## config.mk

```make
export PLATFORM = sky130hd
export DESIGN_NAME = sstf_cell
export DESIGN_NICKNAME = d
export VERILOG_FILES = /design/src/hw/rtl/sstf_pkg.sv /design/src/hw/rtl/sstf_cell.sv
export SDC_FILE = /design/constraint.sdc
export NUM_CORES = 1
export LEC_CHECK = 0
export ABC_AREA = 1
export BUFFER_PORTS_ARGS = -buffer_cell sky130_fd_sc_hd__buf_2
export CAP_MARGIN = 0
export CELL_PAD_IN_SITES_DETAIL_PLACEMENT = 1
export CELL_PAD_IN_SITES_GLOBAL_PLACEMENT = 1
export CORE_MARGIN = 4
export CORE_UTILIZATION = 36
export CTS_BUF_LIST = sky130_fd_sc_hd__clkbuf_16
export DETAILED_ROUTE_END_ITERATION = 7
export PLACE_DENSITY_LB_ADDON = 0.1
export SKIP_LAST_GASP = 1
export SLEW_MARGIN = 20
export SYNTH_ARGS = -nofsm -noshare
export SYNTH_HDL_FRONTEND = slang
export SYNTH_SLANG_ARGS = --single-unit
```

## constraint.sdc

```tcl
create_clock -name clk -period 4.1 [get_ports clk]
set_input_delay 0.205 -clock clk [delete_from_list [all_inputs] [get_ports clk]]
set_output_delay 0.205 -clock clk [all_outputs]
set_load 0.1 [all_outputs]
```

## src/hw/rtl/sstf_pkg.sv

```systemverilog
package sstf_pkg;

  localparam int MAX_REQUESTS_DEF  = 64;
  localparam int CYLINDER_BITS_DEF = 16;

  // Largest running total that the result field can show; the sum saturates here.
  localparam logic [21:0] TOTAL_MAX = 22'h3F_FFFF;

  typedef struct packed {
    logic [15:0] request_cylinder;
    logic        last_request;
  } req_item_t;

  typedef struct packed {
    logic [15:0] served_cylinder;
    logic [15:0] seek_distance;
    logic [21:0] total_seek;
    logic        last_served;
  } rsp_item_t;

  // Broadcast commands from the controller to every cell of the row.
  typedef struct packed {
    logic load;   // Store the write cylinder in the cell that matches the write index.
    logic clear;  // Clear every served flag when the last request of a batch is taken.
    logic mark;   // Set the served flag of the cell that matches the mark index.
  } cell_ctrl_t;

endpackage

```

## src/hw/rtl/sstf_cell.sv

```systemverilog
module sstf_cell #(
  parameter int IDX           = 0,
  parameter int MAX_REQUESTS  = 64,
  parameter int CYLINDER_BITS = 16,
  parameter int IDX_W         = (MAX_REQUESTS > 1) ? $clog2(MAX_REQUESTS) : 1,
  parameter int CNT_W         = $clog2(MAX_REQUESTS + 1)
) (
  input  logic                     clk,
  input  logic                     rst,
  input  sstf_pkg::cell_ctrl_t     ctrl,
  input  logic [IDX_W-1:0]         wr_idx,
  input  logic [CYLINDER_BITS-1:0] wr_cyl,
  input  logic [IDX_W-1:0]         mark_idx,
  input  logic [CNT_W-1:0]         count,
  input  logic [CYLINDER_BITS-1:0] head,
  input  logic                     cand_found_in,
  input  logic [CYLINDER_BITS-1:0] cand_dist_in,
  input  logic [IDX_W-1:0]         cand_idx_in,
  input  logic [CYLINDER_BITS-1:0] cand_cyl_in,
  output logic                     cand_found,
  output logic [CYLINDER_BITS-1:0] cand_dist,
  output logic [IDX_W-1:0]         cand_idx,
  output logic [CYLINDER_BITS-1:0] cand_cyl
);
  import sstf_pkg::*;

  localparam logic [IDX_W-1:0] MY_IDX = IDX_W'(IDX);
  localparam logic [CNT_W-1:0] MY_CNT = CNT_W'(IDX);

  logic [CYLINDER_BITS-1:0] cyl;
  logic                     served;
  logic [CYLINDER_BITS-1:0] own_dist;
  logic                     eligible;
  logic                     take;

  assign own_dist = (head >= cyl) ? (head - cyl) : (cyl - head);
  assign eligible = (MY_CNT < count) && !served;
  // Strictly smaller wins, so the earlier cell keeps a tie.
  assign take     = eligible && (!cand_found_in || (own_dist < cand_dist_in));

  always_ff @(posedge clk) begin
    if (ctrl.load && (wr_idx == MY_IDX)) begin
      cyl <= wr_cyl;
    end
    cand_dist <= take ? own_dist : cand_dist_in;
    cand_idx  <= take ? MY_IDX   : cand_idx_in;
    cand_cyl  <= take ? cyl      : cand_cyl_in;
    if (rst) begin
      served     <= 1'b0;
      cand_found <= 1'b0;
    end else begin
      cand_found <= cand_found_in || eligible;
      if (ctrl.clear) begin
        served <= 1'b0;
      end else if (ctrl.mark && (mark_idx == MY_IDX)) begin
        served <= 1'b1;
      end
    end
  end

endmodule
```

# Word level (Yosys, flattened, before mapping)
# Index checks and enable logic that the tools add are counted.
dict set report op_classes {
  n_lt_le_gt_ge 3
  muxes 3
  add_sub_neg 2
  n_reduce_logical 11
}
# operator count
set ops {}
lappend ops {{16-bit 2-to-1 mux} 3}
lappend ops {{16-bit subtractor} 2}
lappend ops {{16-bit >= comparator} 1}
lappend ops {{16-bit < comparator} 1}
lappend ops {{6-bit zero test} 2}
lappend ops {{1-bit by 7-bit < comparator with 1-bit output, first input constant} 1}
lappend ops {{1-bit logical AND} 4}
lappend ops {{1-bit zero test} 2}
lappend ops {{1-bit logical OR} 2}
lappend ops {{2-bit OR reduction} 1}
dict set report word_totals {
  output_inout_bits 39
  word_cells 25
  register_bits 56
  input_bits 95
}

# Longest topological paths before layout
# Gate-level depths: netlist of the first run.
dict set report logic_depth {
  word_depth 6
  mapped_depth 27
}

# Worst setup path after synthesis of the first run
# No wires, ideal clock.
dict set report synth_timing {
  kind {register to register}
  from {reg cyl[0]}
  to {reg cand_cyl[0]}
  required_time_ns 4.041
  arrival_ns 2.984
  stages_incl_launch_ff 23
  period_less_slack_ns 3.043
  n_path_buf 1
  setup_ns 0.059
  setup_slack_ns 1.057
  path_cell_list {edfxtp_1 > ha_1 > inv_1 > fa_1 > nand3_2 > nand3_2 > nand2_2 > nand3_4 > a21oi_2 > nand2_1 > nand2_2 > inv_2 > ha_1 > nand2_1 > o21bai_1 > a21oi_1 > nor2_1 > nand2_1 > nand2_1 > nand2_1 > clkbuf_1 > nand2_1 > nand2_1}
}
dict set report synth_via {
  elab_chain_cells 6
}
# element line_no
set synth_lines {}
lappend synth_lines {{from (decl)} sstf_cell.sv:30} ;# logic [CYLINDER_BITS-1:0] cyl;
lappend synth_lines {{from (signal assigned)} sstf_cell.sv:43} ;# cyl <= wr_cyl;
lappend synth_lines {{16-bit subtractor or 16-bit >= comparator (tied branches)} sstf_cell.sv:36} ;# assign own_dist = (head >= cyl) ? (head - cyl) : (cyl - head);
lappend synth_lines {{16-bit 2-to-1 mux} sstf_cell.sv:36}
lappend synth_lines {{16-bit < comparator} sstf_cell.sv:39} ;# assign take = eligible && (!cand_found_in || (own_dist < cand_dist_in));
lappend synth_lines {{1-bit logical OR} sstf_cell.sv:39}
lappend synth_lines {{1-bit logical AND} sstf_cell.sv:39}
lappend synth_lines {{16-bit 2-to-1 mux *} sstf_cell.sv:47} ;# cand_cyl <= take ? cyl : cand_cyl_in;
lappend synth_lines {{to (signal assigned)} sstf_cell.sv:47}
lappend synth_lines {{to (decl)} sstf_cell.sv:23} ;# output logic [CYLINDER_BITS-1:0] cand_cyl
# Mark *: on every way between the ends. The rest lies on a longest branch, timed or not.
# A chain may end at the register's enable or synchronous reset.

# Final worst setup path of the first run
dict set report layout_timing {
  from {reg cyl[0]}
  to {reg cand_cyl[1]}
}
dict set report layout_via {
  elab_chain_cells 6
}
# element line_no
set layout_lines {}
lappend layout_lines {{16-bit subtractor or 16-bit >= comparator (tied branches)} sstf_cell.sv:36}
lappend layout_lines {{16-bit 2-to-1 mux *} sstf_cell.sv:36}
lappend layout_lines {{16-bit < comparator *} sstf_cell.sv:39}
lappend layout_lines {{1-bit logical OR *} sstf_cell.sv:39}
lappend layout_lines {{1-bit logical AND *} sstf_cell.sv:39}
lappend layout_lines {{16-bit 2-to-1 mux *} sstf_cell.sv:47}
# Marks and branches as above.

==> results of run 1 <==
## worst paths after layout
check / endpoint / cells after the start
setup / recovery: cand_cyl[1]$_DFF_P_ / 22
hold / removal: served$_SDFFE_PP0P_ / 2
setup reg to reg: cand_cyl[1]$_DFF_P_ / 22
hold reg to reg: cand_cyl[15]$_DFF_P_ / 2
## report_power, final
part	switching [mW]	internal (mW)	total, mW
registers	0.0127	0.626	0.638
logic	0.693	0.197	0.890
clock network	0.221	0.328	0.549
## flip-flops by register name (all words and copies together), names as in the netlist
register,count
cand_cyl,16
cand_dist,16
cand_found,1
cand_idx,6
cyl,16
served,1
## metrics by stage
step	worst slack [ns]	power, mW	util [%]	area, um2	cells
after floorplan	1.06	1.36	-	4570	688
after global placement	0.586	1.54	43.8	5350	977
after detailed placement	0.477	1.55	43.8	5350	977
after CTS	0.447	2.11	45.4	5540	985
after global routing	0.149	2.20	45.4	5540	985
final	0.538	2.08	45.4	5540	985
## critical path, stage by stage, from the launching register on
cell and delay (ns):
edfxtp_1 0.38, ha_1 0.17, inv_1 0.07, fa_1 0.44
nand3_2 0.09, nand3_2 0.13, nand2_2 0.13, nand3_4 0.09
a21oi_2 0.40, nand2_1 0.12, nand2_2 0.10, inv_2 0.04
ha_1 0.26, nand2_1 0.05, o21bai_1 0.15, a21oi_1 0.12
nor2_1 0.05, nand2_1 0.12, nand2_1 0.06, nand2_1 0.08
buf_4 0.26, nand2_1 0.08, nand2_1 0.07
## area by class of cell
class	count	area [um2]
Fill cell	1718	6670
Multi-Input combinational cell	483	2650
Sequential cell	56	1280
Timing Repair Buffer	136	701
Inverter	134	505
Tap cell	168	210
Clock buffer	6	150
Clock inverter	2	38.8
## layout by cell type (no fill, tap or decap), types with 3 or more instances in the layout
cell | Yosys | final
ha_1 | 46 | 46
nor3_1 | 3 | 3
xnor2_1 | 6 | 6
inv_2 | 3 | 3
buf_2 | 4 | 133
nand2_1 | 283 | 283
clkbuf_16 | 0 | 6
edfxtp_1 | 16 | 16
nand4_1 | 9 | 9
o21ai_2 | 7 | 7
nand3_2 | 8 | 8
nand3_1 | 30 | 30
dfxtp_1 | 40 | 40
nor2_1 | 26 | 26
xor2_1 | 7 | 7
a21oi_1 | 21 | 20
nand2_2 | 15 | 15
inv_1 | 130 | 130
## cells by family (layout without fill, tap and decap cells)
logic type,count (synthesis),count (layout)
and+or+nand+nor,387,387
buffers and inverters,149,278
adders and majority gates,48,48
xor gates and xnor gates,13,13
DFF,56,56
AOI/OAI and AO/OA,35,35
## metal layers
layer | global-route usage (%) | wire length, um | vias up | share of wire (%)
li1 | - | - | 2334 | -
met1 | 22.3 | 5770 | 2050 | 43
met2 | 37.0 | 7030 | 82 | 52
met3 | 2.99 | 456 | 16 | 3.4
met4 | 5.59 | 290 | 0 | 2.1
met5 | 0 | 0 | - | 0
==> flow_summary.json, run 1 <==
{
  "hold_violations": 0,
  "wl_um": 13500,
  "synth_top_area_cell": "nand2_1",
  "cts_max_level": 2,
  "chipHeight_um": 121,
  "rsz0062_at_grt": "no",
  "synth-adder-area-share_pct": 13.5,
  "finalClockSkew_ns": 0.0123,
  "p_leak_nw": 3.29,
  "syn-cell-area_mm2": 0.00457,
  "hold_ws_ns": 0.0488,
  "avgSynthCellArea_um2": 6.64,
  "grtUsageTotal_pct": 19.5,
  "clock_path_buffers": 2,
  "grt_max_degree": 39,
  "post_cts_buffers": 0,
  "peakVddDrop_mv": 0.209,
  "root_buffer": "clkbuf_16",
  "drv_cap": 0,
  "outcome": "finished, final reports clean",
  "ctsHoldBuffers": 0,
  "cp_max_fo": 20,
  "worst_pin_slew_ns": 0.877,
  "r2r_slack_ns": 0.54,
  "yosys.area_share.simple_pct": 36.9,
  "syn_nets": 831,
  "grt_pass1_vias": 4883,
  "hp-class": "primary input to register",
  "synthXorXnorAreaFrac_pct": 2.49,
  "wire_per_inst_um": 13.7,
  "io_pins": 134,
  "nNetsFinal": 959,
  "io_buffers": 133,
  "p_per_area_mw_per_mm2": 375,
  "rows": 40,
  "synth-edff-count": 16,
  "yosysMostFrequentCell": "nand2_1",
  "clkSinkCount": 56,
  "gp_congestion": 0.860,
  "cts_buffers": 5,
  "vias": 4482,
  "crit_arrival_ns": 3.81,
  "max_freq_mhz": 281,
  "dr.pass1.iters": 4,
  "setup-tns-final_ns": 0,
  "netlist_instances": 688,
  "fin_crit_ns": 3.56,
  "cp-start-kind": "register",
  "final_max_slew_viol_count": 0,
  "drive_gt1_share_pct": 23.0,
  "ys_seq_elements": 56,
  "synth_compound_area_share_pct": 4.96,
  "drt_iter0_drc": 111,
  "relSlewSlack_pct": 41.5,
  "rr_startpoint": "cyl[0]$_DFFE_PP_",
  "synth_top_family_by_area": "simple AND/OR/NAND/NOR gates",
  "ant_nets": 0,
  "synth_top_area_share_pct": 23.3,
  "via_per_inst": 4.55,
  "n_antenna_cell": 0,
  "die_w_um": 121,
  "clk_latency_ns": 0.31,
  "coreArea_mm2": 0.0122,
  "synth_commonest_cells": "283 x nand2_1, 130 x inv_1, 46 x ha_1, 40 x dfxtp_1, 30 x nand3_1",
  "start_util_pct": 37.4,
  "ys.flop_type": "dfxtp_1",
  "synthTopCellsByArea": "nand2_1 23%, dfxtp_1 18%, ha_1 13%",
  "ys_warn_count": 0,
  "setup_viol_count_final": 0,
  "cts_tree": "done",
  "area_delta_synth_final_pct": 21.3,
  "synthMuxAreaShare_pct": 0,
  "grt_pass1_wl_um": 22800,
  "clkSlewWorstSetupHoldPaths_ns": 0.08,
  "criticalPathCategory": "register to register",
  "yosysSeqAreaShare_pct": 28.0,
  "drc": 0,
  "overflow": 0,
  "min-delay-start": "ctrl[1]",
  "setup.worst_path.start": "cyl[0]$_DFFE_PP_",
  "fin_crit_sh_pct": 86.9,
  "ctsResizeCount": 0,
  "synthArstFlopShare_pct": 0,
  "cp_data_required_time_ns": 4.35,
  "die-area_mm2": 0.0146,
  "dp_hpwl_um": 11500,
  "antenna_found_initial": 0,
  "ys_types": 40,
  "end_kind": "register"
}
Note: power is estimated with default switching activity, not from simulation.
==> run 2, diff against run 1 <==
--- a/config.mk
+++ b/config.mk
@@ -11,7 +11,7 @@
 export CELL_PAD_IN_SITES_DETAIL_PLACEMENT = 1
 export CELL_PAD_IN_SITES_GLOBAL_PLACEMENT = 1
 export CORE_MARGIN = 4
-export CORE_UTILIZATION = 36
+export CORE_UTILIZATION = 39
 export CTS_BUF_LIST = sky130_fd_sc_hd__clkbuf_16
 export DETAILED_ROUTE_END_ITERATION = 7
 export PLACE_DENSITY_LB_ADDON = 0.1
==> constraint.sdc (replaced) <==
create_clock -name clk -period 4.24 [get_ports clk]
set_input_delay 0.212 -clock clk [delete_from_list [all_inputs] [get_ports clk]]
set_output_delay 0.212 -clock clk [all_outputs]
set_load 0.1 [all_outputs]
==> run 2 against run 1 <==
Effect of this change: worst setup slack worse by 0.12 ns; global-route usage is 1.6 points higher; routed wire length is 2.0% higher; fmax is 6.8% lower; first-iteration DRC count is 9.0% lower; hold slack better by 0.021 ns; clock skew is 0.0042 ns lower; combinational power is 3.4% lower; cell area is 1.4% lower; die area is 7.2% lower; sequential share of layout area is 0.34 points higher; largest cell class unchanged; largest power group unchanged.
==> flow_summary.json, run 2 (synthesized netlist as in run 1, its figures left out) <==
{
  "place_ws_ns": 0.349,
  "wl_um": 13800,
  "slowest_stage": "a21oi_2",
  "fin_crit_ns": 3.82,
  "root_buffer": "clkbuf_16",
  "final_common_cell": "nand2_1",
  "rr_startpoint": "cyl[0]$_DFFE_PP_",
  "finalClockSkew_ns": 0.00807,
  "clk_latency_ns": 0.31,
  "drt_iter0_drc": 101,
  "grtUsageTotal_pct": 21.1,
  "relSlewSlack_pct": 39.1,
  "grt_pass1_vias": 4820,
  "io_pins": 134,
  "fin_crit_sh_pct": 90.1,
  "area_delta_synth_final_pct": 19.5,
  "hp-class": "primary input to register",
  "die-area_mm2": 0.0135,
  "worst_pin_slew_ns": 0.914,
  "io_buffers": 133,
  "chipHeight_um": 116,
  "ant_nets": 0,
  "hold_violations": 0,
  "p_leak_nw": 3.26,
  "setup-tns-final_ns": 0,
  "crit_cells": 22,
  "crit_family": "simple AND/OR/NAND/NOR gates",
  "fill_cells": 1594,
  "ctsHoldBuffers": 0,
  "rows": 39,
  "crit_arrival_ns": 4.07,
  "crit_chain": "ha_1 -> inv_1 -> fa_1 -> nand3_2 -> nand3_2 -> nand2_2 -> nand3_4 -> a21oi_2 -> nand2_1 -> nand2_2 -> inv_2 -> ha_1 -> nand2_1 -> o21bai_1 -> a21oi_1 -> nor2_1 -> nand2_1 -> nand2_1 -> nand2_1 -> buf_4 -> nand2_1 -> nand2_1",
  "overflow": 0,
  "coreArea_mm2": 0.0114,
  "clkSlewWorstSetupHoldPaths_ns": 0.08,
  "multi_input_area_mm2": 0.00265,
  "final_max_slew_viol_count": 0,
  "antenna_found_initial": 0,
  "regArea_mm2": 0.00128,
  "critical-path-max-stage-delay_ns": 0.49,
  "cts_tree": "done",
  "cts_buffers": 5,
  "top_regs": "cand_cyl (16), cand_dist (16), cyl (16)",
  "r2r_slack_ns": 0.42,
  "grt_pass1_wl_um": 22400,
  "rr_endpoint": "cand_cyl[6]$_DFF_P_",
  "cp_max_fo": 32,
  "cp-start-kind": "register",
  "r2r_cells": 22,
  "clock_path_buffers": 2,
  "dp_hpwl_um": 11700,
  "gp_congestion": 0.853,
  "nNetsFinal": 959,
  "grt_max_degree": 33,
  "max_freq_mhz": 262,
  "clkSinkCount": 56,
  "setup.worst_path.start": "cyl[0]$_DFFE_PP_",
  "final_cell_mix": "283 x nand2_1, 133 x buf_2, 130 x inv_1",
  "cp_data_required_time_ns": 4.49,
  "die_w_um": 116,
  "vias": 4578,
  "criticalPathCategory": "register to register",
  "p_per_area_mw_per_mm2": 353,
  "n_antenna_cell": 0,
  "worstSetupEndpoint": "cand_cyl[6]$_DFF_P_",
  "rsz0062_at_grt": "no",
  "cts_max_level": 2,
  "via_per_inst": 4.77,
  "outcome": "finished, final reports clean",
  "end_kind": "register",
  "timing.final.ws_setup_ns": 0.419,
  "setup_viol_count_final": 0,
  "drc": 0,
  "ctsResizeCount": 0,
  "peakVddDrop_mv": 0.211,
  "dr.pass1.iters": 4,
  "wire_per_inst_um": 14.4,
  "drive_gt1_share_pct": 23.0,
  "path_common_cell": "nand2_1",
  "crit_buf_inv": 3,
  "start_util_pct": 40.0,
  "drv_cap": 0,
  "post_cts_buffers": 0
}
[run 2: cell count changes in the layout (fill, tap and decap cells not counted)]
cell | before | now
buf_12 | 1 | 0
buf_4 | 2 | 3
bufinv_16 | 1 | 0
clkbuf_16 | 6 | 5
clkinv_4 | 0 | 1
clkinvlp_4 | 0 | 1
inv_6 | 1 | 0
inv_8 | 0 | 1
[run 2: worst min-delay path by stage]
stage               start  slack [ns]  cells past startpoint                     to
2_1_floorplan         rst        0.28                      1  cand_found$_SDFF_PP0_
3_5_place_dp   wr_cyl[11]        0.39                      1      cyl[11]$_DFFE_PP_
6_report        wr_cyl[5]        0.07                      1       cyl[5]$_DFFE_PP_
4_1_cts         wr_cyl[5]        0.06                      1       cyl[5]$_DFFE_PP_
5_1_grt        wr_cyl[14]        0.05                      1      cyl[14]$_DFFE_PP_
3_3_place_gp      ctrl[1]        0.38                      2    served$_SDFFE_PP0P_
[run 2: worst register-to-register path: cells and delay by family (launching register included)]
| kind | cells | cell delay, ns |
|---|---|---|
| and+or+nand+nor | 13 | 1.25 |
| adders and majority gates | 3 | 0.87 |
| AOI/OAI and AO/OA | 3 | 0.78 |
| buffers and inverters | 3 | 0.49 |
| DFF | 1 | 0.39 |
[run 2: area by class of cell]
cell class	instances	area share (%)
Clock buffer	5	2.29
Clock inverter	3	0.504
Inverter	134	9.26
Multi-Input combinational cell	483	48.6
Sequential cell	56	23.5
Tap cell	143	3.28
Timing Repair Buffer	136	12.6
[run 2: stage by stage]
stage                     area [um2]  hold WS (ns)  cells  power (mW)  utilization (%)
after floorplan                 4570         0.284    688        1.32                -
after global placement          5310         0.378    952        1.48             46.5
after detailed placement        5310         0.390    952        1.50             46.5
after CTS                       5460        0.0612    960        1.95             47.8
after global routing            5460        0.0545    960        2.04             47.8
final                           5460        0.0696    960        1.93             47.8
[run 2: power breakdown]
group / internal [mW] / switching (mW) / total, mW / leakage [nW]
registers: 0.605 / 0.0132 / 0.618 / 0.479
clock network: 0.225 / 0.224 / 0.449 / 0.0719
logic: 0.187 / 0.673 / 0.860 / 2.71
[run 2: metal layers]
layer | part of all wire (%) | vias to the layer above | wire [um] | track usage [%]
met5 | 0 | - | 0 | 0
met4 | 2.0 | 0 | 271 | 5.80
met2 | 53 | 94 | 7280 | 39.7
met3 | 4.2 | 17 | 583 | 4.15
met1 | 41 | 2126 | 5680 | 24.0
li1 | - | 2341 | - | -
